**src/rtl/divider_timer_with_modulo_reload_top_defines.svh**
```systemverilog
// Assertion macros shared by the divider timer RTL.
`ifndef DIVIDER_TIMER_WITH_MODULO_RELOAD_TOP_DEFINES_SVH
`define DIVIDER_TIMER_WITH_MODULO_RELOAD_TOP_DEFINES_SVH

// Checked outside reset.
`define DTMR_ASSERT(lbl, prop, msg) \
  lbl: assert property (@(posedge clk) disable iff (rst) (prop)) else $error(msg);

// Checked on every edge, reset included.
`define DTMR_ASSERT_ALWAYS(lbl, prop, msg) \
  lbl: assert property (@(posedge clk) (prop)) else $error(msg);

`endif

```
**src/rtl/dtmr_pkg.sv**
```systemverilog
// Types, constants and helpers shared by the divider timer modules.
package dtmr_pkg;

  // Bus operation codes on the input channel
  typedef enum logic [1:0] {
    OP_TICK  = 2'd0,
    OP_READ  = 2'd1,
    OP_WRITE = 2'd2,
    OP_NONE  = 2'd3
  } op_t;

  // Register addresses
  localparam logic [15:0] ADDR_DIV  = 16'hFF04;
  localparam logic [15:0] ADDR_TIMA = 16'hFF05;
  localparam logic [15:0] ADDR_TMA  = 16'hFF06;
  localparam logic [15:0] ADDR_TAC  = 16'hFF07;

  localparam int DIV_WIDTH   = 16;
  localparam int BYTE_WIDTH  = 8;
  localparam int CTRL_WIDTH  = 3;
  localparam int CYC_WIDTH   = 3;
  localparam int CTRL_EN_BIT = 2;

  // Unused TAC bits read back as ones
  localparam logic [BYTE_WIDTH-CTRL_WIDTH-1:0] TAC_READ_FILL = '1;

  // Command queue between decode and execute
  localparam int QUEUE_DEPTH = 2;
  localparam int QPTR_WIDTH  = $clog2(QUEUE_DEPTH);
  localparam int QCNT_WIDTH  = $clog2(QUEUE_DEPTH + 1);

  // Decoded command kinds
  typedef enum logic [3:0] {
    CMD_NOP,
    CMD_TICK,
    CMD_RD_DIV,
    CMD_RD_TIMA,
    CMD_RD_TAC,
    CMD_WR_DIV,
    CMD_WR_TIMA,
    CMD_WR_TMA,
    CMD_WR_TAC
  } cmd_kind_t;

  typedef struct packed {
    cmd_kind_t               kind;
    logic [BYTE_WIDTH-1:0]   data;
    logic [CYC_WIDTH-1:0]    cycles;
  } cmd_t;

  // Queue read side handshake toward the execute stage
  typedef struct packed {
    logic valid;
    cmd_t cmd;
  } qhead_t;

  // Divider tap for each clock select: 9, 3, 5, 7
  function automatic logic [3:0] tap_index(input logic [1:0] sel);
    logic [3:0] idx;
    case (sel)
      2'd0:    idx = 4'd9;
      2'd1:    idx = 4'd3;
      2'd2:    idx = 4'd5;
      2'd3:    idx = 4'd7;
      default: idx = 4'd9;
    endcase
    return idx;
  endfunction

endpackage

```
**src/rtl/dtmr_front.sv**
```systemverilog
// Front end: decodes each input beat into a timer command.
module dtmr_front
  import dtmr_pkg::*;
(
  input  logic [1:0]            operation,
  input  logic [15:0]           address,
  input  logic [BYTE_WIDTH-1:0] write_data,
  input  logic [CYC_WIDTH-1:0]  elapsed_cycles,
  output cmd_t                  cmd
);

  op_t op;
  assign op = op_t'(operation);

  // Classify by operation and register address
  always_comb begin
    cmd.kind   = CMD_NOP;
    cmd.data   = write_data;
    cmd.cycles = elapsed_cycles;
    case (op)
      OP_TICK: begin
        cmd.kind = CMD_TICK;
      end
      OP_READ: begin
        if (address == ADDR_DIV)       cmd.kind = CMD_RD_DIV;
        else if (address == ADDR_TIMA) cmd.kind = CMD_RD_TIMA;
        else if (address == ADDR_TAC)  cmd.kind = CMD_RD_TAC;
      end
      OP_WRITE: begin
        if (address == ADDR_DIV)       cmd.kind = CMD_WR_DIV;
        else if (address == ADDR_TIMA) cmd.kind = CMD_WR_TIMA;
        else if (address == ADDR_TMA)  cmd.kind = CMD_WR_TMA;
        else if (address == ADDR_TAC)  cmd.kind = CMD_WR_TAC;
      end
      default: begin
        cmd.kind = CMD_NOP;
      end
    endcase
  end

endmodule

```
**src/rtl/dtmr_queue.sv**
```systemverilog
// Small command FIFO between the decode front and the execute back.
module dtmr_queue
  import dtmr_pkg::*;
(
  input  logic   clk,
  input  logic   rst,
  input  logic   push,
  input  cmd_t   push_cmd,
  output logic   full,
  input  logic   pop,
  output qhead_t head
);

`include "divider_timer_with_modulo_reload_top_defines.svh"

  cmd_t                  slots [QUEUE_DEPTH];
  logic [QPTR_WIDTH-1:0] wr_ptr;
  logic [QPTR_WIDTH-1:0] rd_ptr;
  logic [QCNT_WIDTH-1:0] count;
  logic                  do_push;
  logic                  do_pop;

  assign full       = (count == QCNT_WIDTH'(QUEUE_DEPTH));
  assign head.valid = (count != '0);
  assign head.cmd   = slots[rd_ptr];
  assign do_push    = push && !full;
  assign do_pop     = pop && head.valid;

  // Pointer wrap helper
  function automatic logic [QPTR_WIDTH-1:0] bump(input logic [QPTR_WIDTH-1:0] p);
    logic [QPTR_WIDTH-1:0] r;
    if (p == QPTR_WIDTH'(QUEUE_DEPTH - 1)) r = '0;
    else r = p + QPTR_WIDTH'(1);
    return r;
  endfunction

  // Storage
  always_ff @(posedge clk) begin
    if (do_push) slots[wr_ptr] <= push_cmd;
  end

  // Pointers and fill count
  always_ff @(posedge clk) begin
    if (rst) begin
      wr_ptr <= '0;
      rd_ptr <= '0;
      count  <= '0;
    end else begin
      if (do_push) wr_ptr <= bump(wr_ptr);
      if (do_pop)  rd_ptr <= bump(rd_ptr);
      if (do_push && !do_pop)      count <= count + QCNT_WIDTH'(1);
      else if (do_pop && !do_push) count <= count - QCNT_WIDTH'(1);
    end
  end

  `DTMR_ASSERT(a_count_bound, count <= QCNT_WIDTH'(QUEUE_DEPTH), "queue count over depth")
  `DTMR_ASSERT(a_ptr_gap, (count == '0 || full) |-> (wr_ptr == rd_ptr), "queue pointers out of step")
  `DTMR_ASSERT(a_pop_has_data, pop |-> head.valid, "pop from an empty queue")

endmodule

```
**src/rtl/dtmr_back.sv**
```systemverilog
// Execute back end: timer state, command execution and output register.
module dtmr_back
  import dtmr_pkg::*;
(
  input  logic                  clk,
  input  logic                  rst,
  input  qhead_t                head,
  output logic                  pop,
  output logic                  out_valid,
  input  logic                  out_stall,
  output logic [BYTE_WIDTH-1:0] read_data,
  output logic                  handled,
  output logic                  timer_interrupt
);

`include "divider_timer_with_modulo_reload_top_defines.svh"

  logic [DIV_WIDTH-1:0]  divider_count, divider_count_next;
  logic [BYTE_WIDTH-1:0] timer_count, timer_count_next;
  logic [BYTE_WIDTH-1:0] modulo_value, modulo_value_next;
  logic [CTRL_WIDTH-1:0] control_bits, control_bits_next;
  logic [BYTE_WIDTH-1:0] rd_next;
  logic                  hit_next;
  logic                  irq_next;
  logic [DIV_WIDTH-1:0]  div_sum;
  logic [3:0]            tap;

  // Take a command when the output slot is free or draining
  assign pop = head.valid && (!out_valid || !out_stall);

  assign tap     = tap_index(control_bits[1:0]);
  assign div_sum = divider_count + {{(DIV_WIDTH-CYC_WIDTH){1'b0}}, head.cmd.cycles};

  // Execute one command
  always_comb begin
    divider_count_next = divider_count;
    timer_count_next   = timer_count;
    modulo_value_next  = modulo_value;
    control_bits_next  = control_bits;
    rd_next            = '0;
    hit_next           = 1'b0;
    irq_next           = 1'b0;
    case (head.cmd.kind)
      CMD_TICK: begin
        divider_count_next = div_sum;
        // step on a falling edge of the selected divider bit
        if (control_bits[CTRL_EN_BIT] && divider_count[tap] && !div_sum[tap]) begin
          if (timer_count == '1) begin
            timer_count_next = modulo_value;
            irq_next         = 1'b1;
          end else begin
            timer_count_next = timer_count + BYTE_WIDTH'(1);
          end
        end
      end
      CMD_RD_DIV: begin
        rd_next  = divider_count[DIV_WIDTH-1 -: BYTE_WIDTH];
        hit_next = 1'b1;
      end
      CMD_RD_TIMA: begin
        rd_next  = timer_count;
        hit_next = 1'b1;
      end
      CMD_RD_TAC: begin
        rd_next  = {TAC_READ_FILL, control_bits};
        hit_next = 1'b1;
      end
      CMD_WR_DIV: begin
        divider_count_next = '0;
        hit_next           = 1'b1;
      end
      CMD_WR_TIMA: begin
        timer_count_next = head.cmd.data;
        hit_next         = 1'b1;
      end
      CMD_WR_TMA: begin
        modulo_value_next = head.cmd.data;
        hit_next          = 1'b1;
      end
      CMD_WR_TAC: begin
        control_bits_next = head.cmd.data[CTRL_WIDTH-1:0];
        // enable rising loads the counter from the modulo value
        if (!control_bits[CTRL_EN_BIT] && head.cmd.data[CTRL_EN_BIT])
          timer_count_next = modulo_value;
        hit_next = 1'b1;
      end
      default: begin
        hit_next = 1'b0;
      end
    endcase
  end

  // Timer state
  always_ff @(posedge clk) begin
    if (rst) begin
      divider_count <= '0;
      timer_count   <= '0;
      modulo_value  <= '0;
      control_bits  <= '0;
    end else if (pop) begin
      divider_count <= divider_count_next;
      timer_count   <= timer_count_next;
      modulo_value  <= modulo_value_next;
      control_bits  <= control_bits_next;
    end
  end

  // Output valid
  always_ff @(posedge clk) begin
    if (rst) begin
      out_valid <= 1'b0;
    end else if (pop) begin
      out_valid <= 1'b1;
    end else if (!out_stall) begin
      out_valid <= 1'b0;
    end
  end

  // Output payload
  always_ff @(posedge clk) begin
    if (pop) begin
      read_data       <= rd_next;
      handled         <= hit_next;
      timer_interrupt <= irq_next;
    end
  end

  `DTMR_ASSERT(a_irq_not_access, out_valid && timer_interrupt |-> !handled, "interrupt on a bus access")
  `DTMR_ASSERT(a_data_needs_hit, out_valid && (read_data != '0) |-> handled, "read data without a hit")
  `DTMR_ASSERT_ALWAYS(a_reset_clears, $past(rst) |-> (divider_count == '0 && control_bits == '0), "state not cleared by reset")

endmodule

```
**src/rtl/divider_timer_with_modulo_reload_top.sv**
```systemverilog
// An accepted beat is written to the command queue, then executed into the output register.
// Throughput: one beat per cycle without out_stall; a two-entry queue links decode and execute.
// The output register holds a finished result under stall while the queue takes beats until full.
// Input stall rises only when the queue is full; the bound is the single execute stage.
// Reset (synchronous, active high) zeroes divider, counter, modulo and control, empties the queue.
module divider_timer_with_modulo_reload_top
  import dtmr_pkg::*;
(
  input  logic                  clk,
  input  logic                  rst,
  input  logic                  in_valid,
  output logic                  in_stall,
  input  logic [1:0]            operation,
  input  logic [15:0]           address,
  input  logic [BYTE_WIDTH-1:0] write_data,
  input  logic [CYC_WIDTH-1:0]  elapsed_cycles,
  output logic                  out_valid,
  input  logic                  out_stall,
  output logic [BYTE_WIDTH-1:0] read_data,
  output logic                  handled,
  output logic                  timer_interrupt
);

  cmd_t   dec_cmd;
  qhead_t q_head;
  logic   q_full;
  logic   q_pop;

  assign in_stall = q_full;

  // Decode
  dtmr_front u_front (
    .operation      (operation),
    .address        (address),
    .write_data     (write_data),
    .elapsed_cycles (elapsed_cycles),
    .cmd            (dec_cmd)
  );

  // Command queue
  dtmr_queue u_queue (
    .clk      (clk),
    .rst      (rst),
    .push     (in_valid),
    .push_cmd (dec_cmd),
    .full     (q_full),
    .pop      (q_pop),
    .head     (q_head)
  );

  // Execute
  dtmr_back u_back (
    .clk             (clk),
    .rst             (rst),
    .head            (q_head),
    .pop             (q_pop),
    .out_valid       (out_valid),
    .out_stall       (out_stall),
    .read_data       (read_data),
    .handled         (handled),
    .timer_interrupt (timer_interrupt)
  );

endmodule
```
**config.mk**
```make
export PLATFORM = sky130hd
export DESIGN_NAME = divider_timer_with_modulo_reload_top
export DESIGN_NICKNAME = d
export VERILOG_FILES = /design/src/rtl/dtmr_pkg.sv /design/src/rtl/dtmr_front.sv /design/src/rtl/dtmr_queue.sv /design/src/rtl/dtmr_back.sv /design/src/rtl/divider_timer_with_modulo_reload_top.sv
export VERILOG_INCLUDE_DIRS = /design/src /design/src/rtl
export SDC_FILE = /design/constraint.sdc
export NUM_CORES = 1
export LEC_CHECK = 0
export BUFFER_PORTS_ARGS = -buffer_cell sky130_fd_sc_hd__buf_2
export CAP_MARGIN = 20
export CORE_MARGIN = 2
export CORE_UTILIZATION = 44
export CTS_BUF_LIST = sky130_fd_sc_hd__clkbuf_4
export DETAILED_ROUTE_END_ITERATION = 16
export HOLD_SLACK_MARGIN = 0.15
export SLEW_MARGIN = 20
export SYNTH_ARGS = -nofsm -noshare
export SYNTH_HDL_FRONTEND = slang
export SYNTH_SLANG_ARGS = --single-unit
```
**constraint.sdc**
```tcl
create_clock -name clk -period 6.2 [get_ports clk]
set_input_delay 0.93 -clock clk [delete_from_list [all_inputs] [get_ports clk]]
set_output_delay 0.93 -clock clk [all_outputs]
set_load 0.02 [all_outputs]
```
## After elaboration in Yosys (flattened, before gate mapping)

Memory sizes are Yosys's and may differ from the RTL's. A register that Yosys moved wholly into a read port is not among the register bits.
Index checks and enable logic that the tools add are counted.

- Bits in registers: 50
- Bits in latches: 0
- RAM bits: 30
- ROM bits: 0
- Input bits: 33
- Word-level logic and storage cells: 100
- Memories kept: 1

- Add/sub/neg operators: 6
- $mul: 0
- Divide/modulo/power cells: 0
- Order comparisons: 1
- Equality and inequality tests: 22
- Shifts and indexed selects: 0
- Muxes and demuxes: 31
- Bitwise logic cells: 0
- Reductions and logical operators: 28

Memory list:

| memory | words | bits a word | rd ports | clocked after Yosys merged registers in | wr ports | line | text |
|---|---|---|---|---|---|---|---|
| u_queue.slots | 2 | 15 | 1 | 1 | 1 | dtmr_queue.sv:16 | `cmd_t slots [QUEUE_DEPTH];` |

Operators by type and width:

| operator | count |
|---|---|
| $eq 16x16->1 const B | 4 |
| $pmux 8 s3 | 2 |
| $pmux 16 s2 | 1 |
| $mux 4 | 6 |
| $mux 8 | 3 |
| $add 16x3->16 | 1 |
| $eq 4x3->1 const B | 4 |
| $pmux 4 s4 | 1 |
| $mux 1 | 12 |
| $pmux 4 s3 | 1 |
| $add 8x1->8 const B | 1 |
| $bmux 1 s4 | 2 |
| $eq 2x2->1 const B | 4 |
| $eq 4x2->1 const B | 2 |
| $eq 8x8->1 const B | 1 |
| $logic_and 1x1->1 | 8 |
| $reduce_and 2->1 | 4 |
| $logic_not 1->1 | 7 |
| $reduce_or 7->1 | 1 |
| $ne 2x1->1 const B | 3 |
| $reduce_bool 2->1 | 3 |
| $lt 4x5->1 const B | 1 |
| $eq 2x1->1 const B | 2 |
| $eq 4x1->1 const B | 1 |
| other kinds (10) | 13 |

## Longest topological paths before layout

Gate-level depths: netlist (run 1).

- Depth after elaboration: 8
- Gate-level depth with buffers: 11
- Depth with buffers taken out: 8

## Hierarchy

Synthesis (run 1) repeated with hierarchy kept, for this count alone.

- Cells, all modules: 394
- Area total of the unflattened synthesis: 4132.7 sq um

By module, submodules not included:

| module | instances | cells each | area each (sq um) | sequential area each (sq um) |
|---|---|---|---|---|
| dtmr_back | 1 | 291 | 2592.5 | 1021.0 |
| dtmr_queue | 1 | 72 | 1302.5 | 1001.0 |
| dtmr_front | 1 | 31 | 237.7 | 0.0 |

## Least setup slack after synthesis (run 1)

Ideal clock, no wire load.

- Path type: flip-flop to flip-flop
- Start: register (tool-made name)
- End: register u_back.timer_count[1]
- Arrival: 3098 ps
- Path slack: 3011 ps
- Stages on the path, launching flop included: 12
- Buffers on the path: 3
- Period minus slack after synthesis: 3189 ps
- Cell sequence: dfxtp_1 buf_6 buf_4 buf_1 mux2_2 ha_1 a211oi_1 o21ai_0 a211oi_2 o31a_1 nor2_1 a311oi_1

RTL lines:

| item | line | text |
|---|---|---|
| end signal, assigned | dtmr_back.sv:102 | `timer_count <= timer_count_next;` |
| end, declared | dtmr_back.sv:19 | `logic [BYTE_WIDTH-1:0] timer_count, timer_count_next;` |

==> results, run 1 <==
- The met2 routed wirelength is 3867 µm.
- The post-cts hold buffer count is 0.
- Dividing total power by cell area gives a power density of 347.4 nW/µm².
- In this run, the number of DRC markers left after iteration 0 of detailed routing was 124.
- The via count of the first global-routing pass is 2791.
- The final critical path takes up 54.36% of the cycle.
- The register bit count reported by yosys is 81.
- The data arrival time of the critical path is ~3.7 ns.
- The most common cell after layout, fill and taps aside is sky130_fd_sc_hd__nor2_1.
- The hold violation count in the final report is 0.
- The library cell with the largest summed area after synthesis is sky130_fd_sc_hd__edfxtp_1.
- The total number of H-tree levels is 3.
- The core occupancy in the finished layout is 51.08%.
- The iteration count of the initial detailed-routing pass is 5.
- After clock tree synthesis, the setup repair step added 0 buffers.
- Summed over all layers, the global routing overflow is 0.
- The main combinational cell family by area after synthesis is simple AND/OR/NAND/NOR gates.
- In the final timing run, aggregate negative setup slack is 0 ns.
- By area the synthesized netlist is led by sky130_fd_sc_hd__edfxtp_1 (30%), sky130_fd_sc_hd__dfxtp_1 (20%), sky130_fd_sc_hd__mux2i_1 (4.5%).
- The insertion delay of the later-clocked pin in the worst-skew pair is 0.43 ns.
- The cell area reported after detailed placement is 4328 µm².
- The total leakage power is 1.554 nW.
- The path with the worst hold slack has its endpoint at u_back.out_valid.
- For this design the top-level I/O count stands at 45.
- The post-route netlist has 19.50% of its cells at a drive strength greater than 1.
- TritonCTS built the clock tree.
- The starting utilization of the core area is 45.69%.
- Once the clock tree was built, the resizer swapped 0 gates to a different size.
- After clock tree synthesis, the clock-pin slew on the worst setup and hold paths is 0.14 ns.
- At the pin with the least slew margin, the transition time is 0.7264 ns.
- The flow ran to the end, and the final reports show no timing, DRC or antenna violations.
- Dividing the detail-routed wire length by the instance count gives 15.48 µm.
- Counting every sink on the clock net gives 81.
- STA classifies the critical path endpoint as a register.
- The detail route stage leaves a number of antenna-violating nets equal to 0.
- The beginning of the worst hold path is u_back.out_valid.
- Setup violations remaining at the end of the flow were counted as 0.
- The largest net degree at the start of global routing is 34.
- The area growth from synthesis to layout is 11.78%.
- The post-synthesis adder-cell area fraction is 2.052%.
- The worst hold path was traced through 2 stages.
- The highest metal layer used by the detailed router is met4.
- The proportion of synthesized area in mux cells is 7.058%.
- The gate count of the mapped netlist is 387.
- By startpoint and endpoint, the worst setup path is classified as register to register.
- The number of max-slew violations in the final report is 0.
- The aggregate global-route resource usage is 17.88%.
- The die is about 100 µm wide.
- Summing the sequential cell areas from Yosys gives 50.25% of the chip area.
- Clock tree synthesis inserted a total of 9 buffers.
- Synthesis produced a netlist with a net count of 426.
- In the final design database the tool counted 470 nets.
- The total power is about 1.6 mW.
- After detailed routing, the number of remaining DRC violations is 0.
- The area of the core region is 8806 µm².
- The xor-xnor portion of the synthesized cell area is 3.265%.
- The initial antenna violation count is 0.
- The detailed placer's ending HPWL is 6223 µm.
- The vertical extent of the die is 99.63 µm.
- The internal reg-to-reg setup slack is 2.83 ns.
- Counting flops with an async set or reset pin after synthesis yields a share of 0%.
- After Yosys synthesis, and, or, nand and nor cells account for 18.38% of the synthesized area.
- After detailed routing, the number of vias per cell comes to 5.645.
- The data required time of the worst path is 6.54 ns.
- After routing the design area is 4498 µm².
- Measured in cells, the most critical reg-to-reg path has a length of 8.
- The layout has 825 filler cells.
- The number of maximum-capacitance violations is 0.
- The congestion estimate from routability-driven global placement came to 0.8521.
- The endpoint identified for the worst register-to-register timing path is u_back.timer_count[3].
- Summing every instance area after synthesis gives 4024 µm².
- The floorplan step defined a die boundary enclosing 9926 µm².
- CTS placed an instance of sky130_fd_sc_hd__clkbuf_4 at the clock tree root.
- The worst pin sits at a relative slew slack of ~50%.
- The number of unique standard cell types used by synthesis is 68.
- The clock period minus worst slack is 3.371 ns.
- Wire segments on met3 add up to 398 µm in the final route.
- The number of warnings issued by yosys is 0.
- In this run the core area contains 34 standard-cell rows.
- The worst clock skew on the final layout is 0.01550 ns.
- For this block, the via count after detailed routing is 3071.
- The antenna cell count is 0.
- Setup repair after global routing left no endpoint under its margin.
- The mean post-synth cell area is about 10 µm².
- Along the worst path, the maximum fanout reaches 25.
- The total routed wirelength is ~8400 µm.
- The wire length on met1 is around 4100 µm.
- The synthesized design contains 40 enable-type register cells.
- The critical path startpoint category is a register.
- In the synthesized netlist the dominant register cell turns out to be sky130_fd_sc_hd__dfxtp_1.
- The worst min-delay path category is register to register.
- The portion of synthesized cell area occupied by the leading cell type is 29.85%.
- Input and output buffers added on the ports amount to 44.
- The worst supply voltage drop on vdd is 134.5 µV.
- The share of the synthesized area in compound gates (AO/OA/AOI/OAI) is 16.42%.
- The clock passes through at most 2 buffers.
- The achievable clock frequency is between 0.2 and 0.3 GHz.
- Leaving out fill and tap cells, the most frequent cells in the layout are sky130_fd_sc_hd__nor2_1 (48), sky130_fd_sc_hd__buf_2 (44), sky130_fd_sc_hd__dfxtp_1 (40), sky130_fd_sc_hd__edfxtp_1 (40), sky130_fd_sc_hd__a21oi_1 (29).
- The wire length of the first global-routing pass is 14000 µm.
-- cells by family after synthesis --
| logic type | after synthesis |
|---|---|
| buffers and inverters | 24 |
| AO/OA/AOI/OAI | 96 |
| multiplexers | 26 |
| adder cells (fa/ha/maj) | 6 |
| AND/OR/NAND/NOR | 139 |
| XOR/XNOR | 15 |
| flip-flops | 81 |
-- through the flow --
stage | hold slack (ns) | setup slack, ns | cells
2_1_floorplan | 0.4552 | 3.011 | 387
3_3_place_gp | 0.4670 | 2.637 | 528
3_5_place_dp | 0.4723 | 2.502 | 528
4_1_cts | 0.4907 | 2.457 | 544
5_1_grt | 0.5404 | 2.434 | 544
6_report | 0.4886 | 2.829 | 544
-- power by group --
| part | total, mW | switching [mW] | internal (mW) |
|---|---|---|---|
| logic | 0.472 | 0.302 | 0.170 |
| registers | 0.727 | 0.0656 | 0.662 |
| clock network | 0.363 | 0.196 | 0.167 |
-- metal layers --
metal | global-route usage (%) | vias to the layer above
li1 | - | 1545
met2 | 28.07 | 76
met5 | 0 | -
met3 | 3.514 | 6
met4 | 5.374 | 0
met1 | 25.16 | 1444
-- cells in the mapped netlist (8+ instances only) --
cell                       count
sky130_fd_sc_hd__nor3_1       13
sky130_fd_sc_hd__dfxtp_1      41
sky130_fd_sc_hd__inv_1        11
sky130_fd_sc_hd__a21oi_1      29
sky130_fd_sc_hd__nand2_1      21
sky130_fd_sc_hd__nor2_1       48
sky130_fd_sc_hd__mux2i_1      18
sky130_fd_sc_hd__a211oi_1     11
sky130_fd_sc_hd__nand3_1       8
sky130_fd_sc_hd__edfxtp_1     40
sky130_fd_sc_hd__o21ai_0      15
sky130_fd_sc_hd__xnor2_1      10
-- registers in the layout (all words and copies together), names as in the netlist, named ones only --
name / flops
u_queue.slots: 30
u_back.divider_count: 16
u_back.modulo_value: 8
u_back.read_data: 8
u_back.timer_count: 8
u_back.control_bits: 3
u_queue.count: 2
u_back.handled: 1
u_back.out_valid: 1
u_back.timer_interrupt: 1
u_queue.rd_ptr: 1
u_queue.wr_ptr: 1
-- layout make-up --
type / count / area (µm²) / area share, %
flip-flops and latches: 81 / 2023 / 44.98
multi-input cells: 282 / 1898 / 42.20
repair buffers: 45 / 227.7 / 5.063
well taps: 108 / 135.1 / 3.004
clock inverters: 7 / 101.3 / 2.253
clock buffers: 9 / 67.56 / 1.502
inverters: 12 / 45.04 / 1.001
-- worst max-delay path, cell delays in order (launching register included) --
cell and delay, ns:
sky130_fd_sc_hd__dfxtp_2 0.74, sky130_fd_sc_hd__mux2_2 0.44, sky130_fd_sc_hd__ha_1 0.29, sky130_fd_sc_hd__a211oi_1 0.58, sky130_fd_sc_hd__nor3_1 0.19, sky130_fd_sc_hd__mux2i_1 0.22, sky130_fd_sc_hd__o31ai_4 0.41, sky130_fd_sc_hd__a21oi_1 0.15
sky130_fd_sc_hd__a311oi_1 0.26
-- worst max path at each step --
stage / endpoint / slack [ns] / depth (start not counted)
global placement: u_back.timer_count[7] / 2.64 / 8
detailed placement: u_back.timer_count[4] / 2.50 / 8
CTS: u_back.timer_count[4] / 2.46 / 8
floorplan: u_back.timer_count[1] / 3.01 / 11
global route: u_back.timer_count[3] / 2.43 / 8
finish: u_back.timer_count[3] / 2.83 / 8
No activity file was read; power rests on OpenSTA's default activity.
==> run 2, diff against run 1 <==
--- a/config.mk
+++ b/config.mk
@@ -13,6 +13,7 @@
 export CTS_BUF_LIST = sky130_fd_sc_hd__clkbuf_4
 export DETAILED_ROUTE_END_ITERATION = 16
 export HOLD_SLACK_MARGIN = 0.15
+export PLACE_DENSITY = 0.65
 export SLEW_MARGIN = 20
 export SYNTH_ARGS = -nofsm -noshare
 export SYNTH_HDL_FRONTEND = slang
==> constraint.sdc (replaced) <==
create_clock -name clk -period 2.9 [get_ports clk]
set_input_delay 0.435 -clock clk [delete_from_list [all_inputs] [get_ports clk]]
set_output_delay 0.435 -clock clk [all_outputs]
set_load 0.02 [all_outputs]
==> results, run 2 (synthesized netlist as in run 1, its figures left out) <==
- The top cell types in the final layout, fill and taps aside, are sky130_fd_sc_hd__nor2_1 (48), sky130_fd_sc_hd__buf_2 (44), sky130_fd_sc_hd__dfxtp_1 (41).
- The fraction of final layout cells sized beyond drive strength 1 is 20.89% (+1.4 points).
- The wire length on met1 was 4058 µm (-0.51%).
- The total number of H-tree levels is 3 (unchanged).
- The sum of negative setup slack came to 0 ns (unchanged).
- The die footprint is 9926 µm² (unchanged).
- The total power was 3.353 mW (+110%).
- The DRC violation total after the first TritonRoute iteration is 147 (+19%).
- The iteration count of the initial detailed-routing pass is 5 (unchanged).
- The combined flip-flop and latch cell area was 2022 µm² (about the same).
- The core occupancy in the finished layout is 52.34% (+1.3 points).
- The critical path startpoint category is a register.
- The worst clock skew on the final layout is 0.03124 ns (+0.01574 ns).
- In the final layout, the registers with the most flip-flops are u_queue.slots: 30 flops, u_back.divider_count: 16 flops.
- The number of max-slew violations in the final report is 0 (unchanged).
- The flip-flop count of the largest register, all copies and words added is 30 (unchanged).
- The post-detailed-route wirelength per cell was 15.44 µm (-0.30%).
- The met2 routed wirelength is 4073 µm (+5.3%).
- The detailed placer's ending HPWL came to 6227 µm (about the same).
- Routed signal wires occupy layers up through met4.
- The total leakage power came to 1.610 nW (+3.6%).
- The DRC violation count after routing came to 0 (unchanged).
- The buffer cell driving the clock tree root is sky130_fd_sc_hd__clkbuf_4.
- Ranked by flip-flop count, first place goes to u_queue.slots.
- The power density relative to cell area is 727.4 nW/µm² (+110%).
- The number of setup violations in the final report is 0 (unchanged).
- The horizontal extent of the die is 99.63 µm (unchanged).
- The most common cell after layout, fill and taps aside is sky130_fd_sc_hd__nor2_1.
- The via count of the first global-routing pass came to 2929 (+4.9%).
- The worst setup path is of the register to register kind.
- The vertical extent of the die is 99.63 µm (unchanged).
- The number of filler cells placed in the layout is 821 (-0.48%).
- STA classifies the critical path endpoint as a register.
- The worst min-delay path category is input pin to register.
- The number of buffers created by CTS came to 9 (unchanged).
- The maximum fanout along the worst path is 10 (-60%).
- The achievable clock frequency was 0.3717 GHz (+25%).
- The post-detailed-route count of antenna-violating nets is 0 (unchanged).
- The number of placement rows was 34 (unchanged).
- The data required time of the worst path is 3.27 ns (-3.27 ns).
- The wire length of the first global-routing pass is 14110 µm (+0.79%).
- The starting utilization of the core area is 45.69% (unchanged).
- The data arrival time of the critical path is 3.06 ns (-0.65 ns).
- The headroom to the max-slew limit is 48.42% (-2.8 points).
- The area occupied by multi-input gates is 1903 µm² (+0.26%).
- The hold violation count in the final report is 0 (unchanged).
- The largest net degree at the start of global routing is 34 (unchanged).
- The largest buffer count on any clock path is 2 (unchanged).
- The clock period minus worst slack is 2.691 ns (-0.6799 ns).
- The final global-route overflow total is 0 (unchanged).
- The number of port buffers is 44 (unchanged).
- The area of the core region is 8806 µm² (unchanged).
- The insertion delay of the later-clocked pin in the worst-skew pair came to 0.45 ns (+0.02 ns).
- The met3 routed wirelength is 399 µm (+0.25%).
- The total routed wirelength is 8613 µm (+2.3%).
- The worst supply voltage drop on vdd is 329.9 µV (+150%).
- The number of top-level design ports came to 45 (unchanged).
- From synthesis to final layout, the design area changed by 14.55%.
- The clock-pin slew on the worst setup and hold paths was 0.16 ns (+0.02 ns).
- The count of clock tree sinks is 81 (unchanged).
- The routability congestion estimate is 0.8578 (+0.67%).
- The via count is 3183 (+3.6%).
- The number of maximum-capacitance violations is 0 (unchanged).
- The antenna cell count is 0 (unchanged).
- The routed via count divided by cell count is 5.704 (+1.0%).
- The initial antenna violation count is 0 (unchanged).
- The flow ran to the end, and the final reports show no timing, DRC or antenna violations.
- The slew of the pin with the lowest slew margin was 0.7721 ns (+0.04574 ns).
- The final period utilization is 92.78% (+38 points).
- The number of nets in the layout is 484 (+3.0%).
- The CTS tree is done.
- Setup repair after global routing left no endpoint under its margin.
- The aggregate global-route resource usage came to 17.96% (+0.080 points).
==> run 2: area by class of cell <==
type / instances / share of cell area (%)
Clock buffer: 9 / 1.466
Inverter: 12 / 0.9772
Tap cell: 108 / 2.932
Multi-Input combinational cell: 282 / 41.29
Clock inverter: 7 / 1.710
Sequential cell: 81 / 43.87
Timing Repair Buffer: 59 / 7.763
==> run 2: worst paths after layout <==
| check | slack (ns) | cells after the start | from | to |
|---|---|---|---|---|
| setup / recovery | 0.21 | 9 | register | u_back.timer_count[3] |
| hold reg to reg | 0.49 | 2 | u_back.out_valid | u_back.out_valid |
| setup reg to reg | 0.21 | 9 | register | u_back.timer_count[3] |
| hold / removal | 0.18 | 1 | write_data[2] | u_queue.slots[1][5] |
==> run 2: timing repair <==
item,4_1_cts,5_1_grt
hold buffers,0,5
gates resized for setup,0,0
hold endpoints to repair,0,8
endpoints found under the setup margin,0,3
setup buffers,0,1
==> run 2: metrics by stage <==
stage	hold slack [ns]	std cells	cell area [µm²]	setup WS [ns]
2_1_floorplan	0.4552	387	4030	0.005858
3_3_place_gp	0.4619	536	4393	0.2955
3_5_place_dp	0.4813	536	4393	0.1926
4_1_cts	0.1564	552	4539	0.1690
5_1_grt	0.1536	558	4609	0.01417
6_report	0.1758	558	4609	0.2094
==> run 2: where the power goes <==
part	leakage [nW]	internal, mW	total [mW]	switching (mW)
logic	0.828	0.433	1.15	0.718
clock network	0.0692	0.270	0.703	0.434
registers	0.713	1.41	1.50	0.0874
==> run 2: worst max-delay path: stages (launching register included) <==
cell and delay (ns):
sky130_fd_sc_hd__dfxtp_1 0.41, sky130_fd_sc_hd__mux2_2 0.39, sky130_fd_sc_hd__ha_1 0.30, sky130_fd_sc_hd__a211oi_2 0.36, sky130_fd_sc_hd__nor3_1 0.15, sky130_fd_sc_hd__mux2i_1 0.21
sky130_fd_sc_hd__o31ai_4 0.31, sky130_fd_sc_hd__buf_12 0.16, sky130_fd_sc_hd__a21oi_1 0.06, sky130_fd_sc_hd__a311oi_1 0.28
==> run 2: routing by layer <==
layer | GRT usage (%) | vias to the layer above
met4 | 5.058 | 0
met3 | 3.865 | 8
met1 | 24.03 | 1519
met2 | 29.52 | 88
li1 | - | 1568
met5 | 0 | -
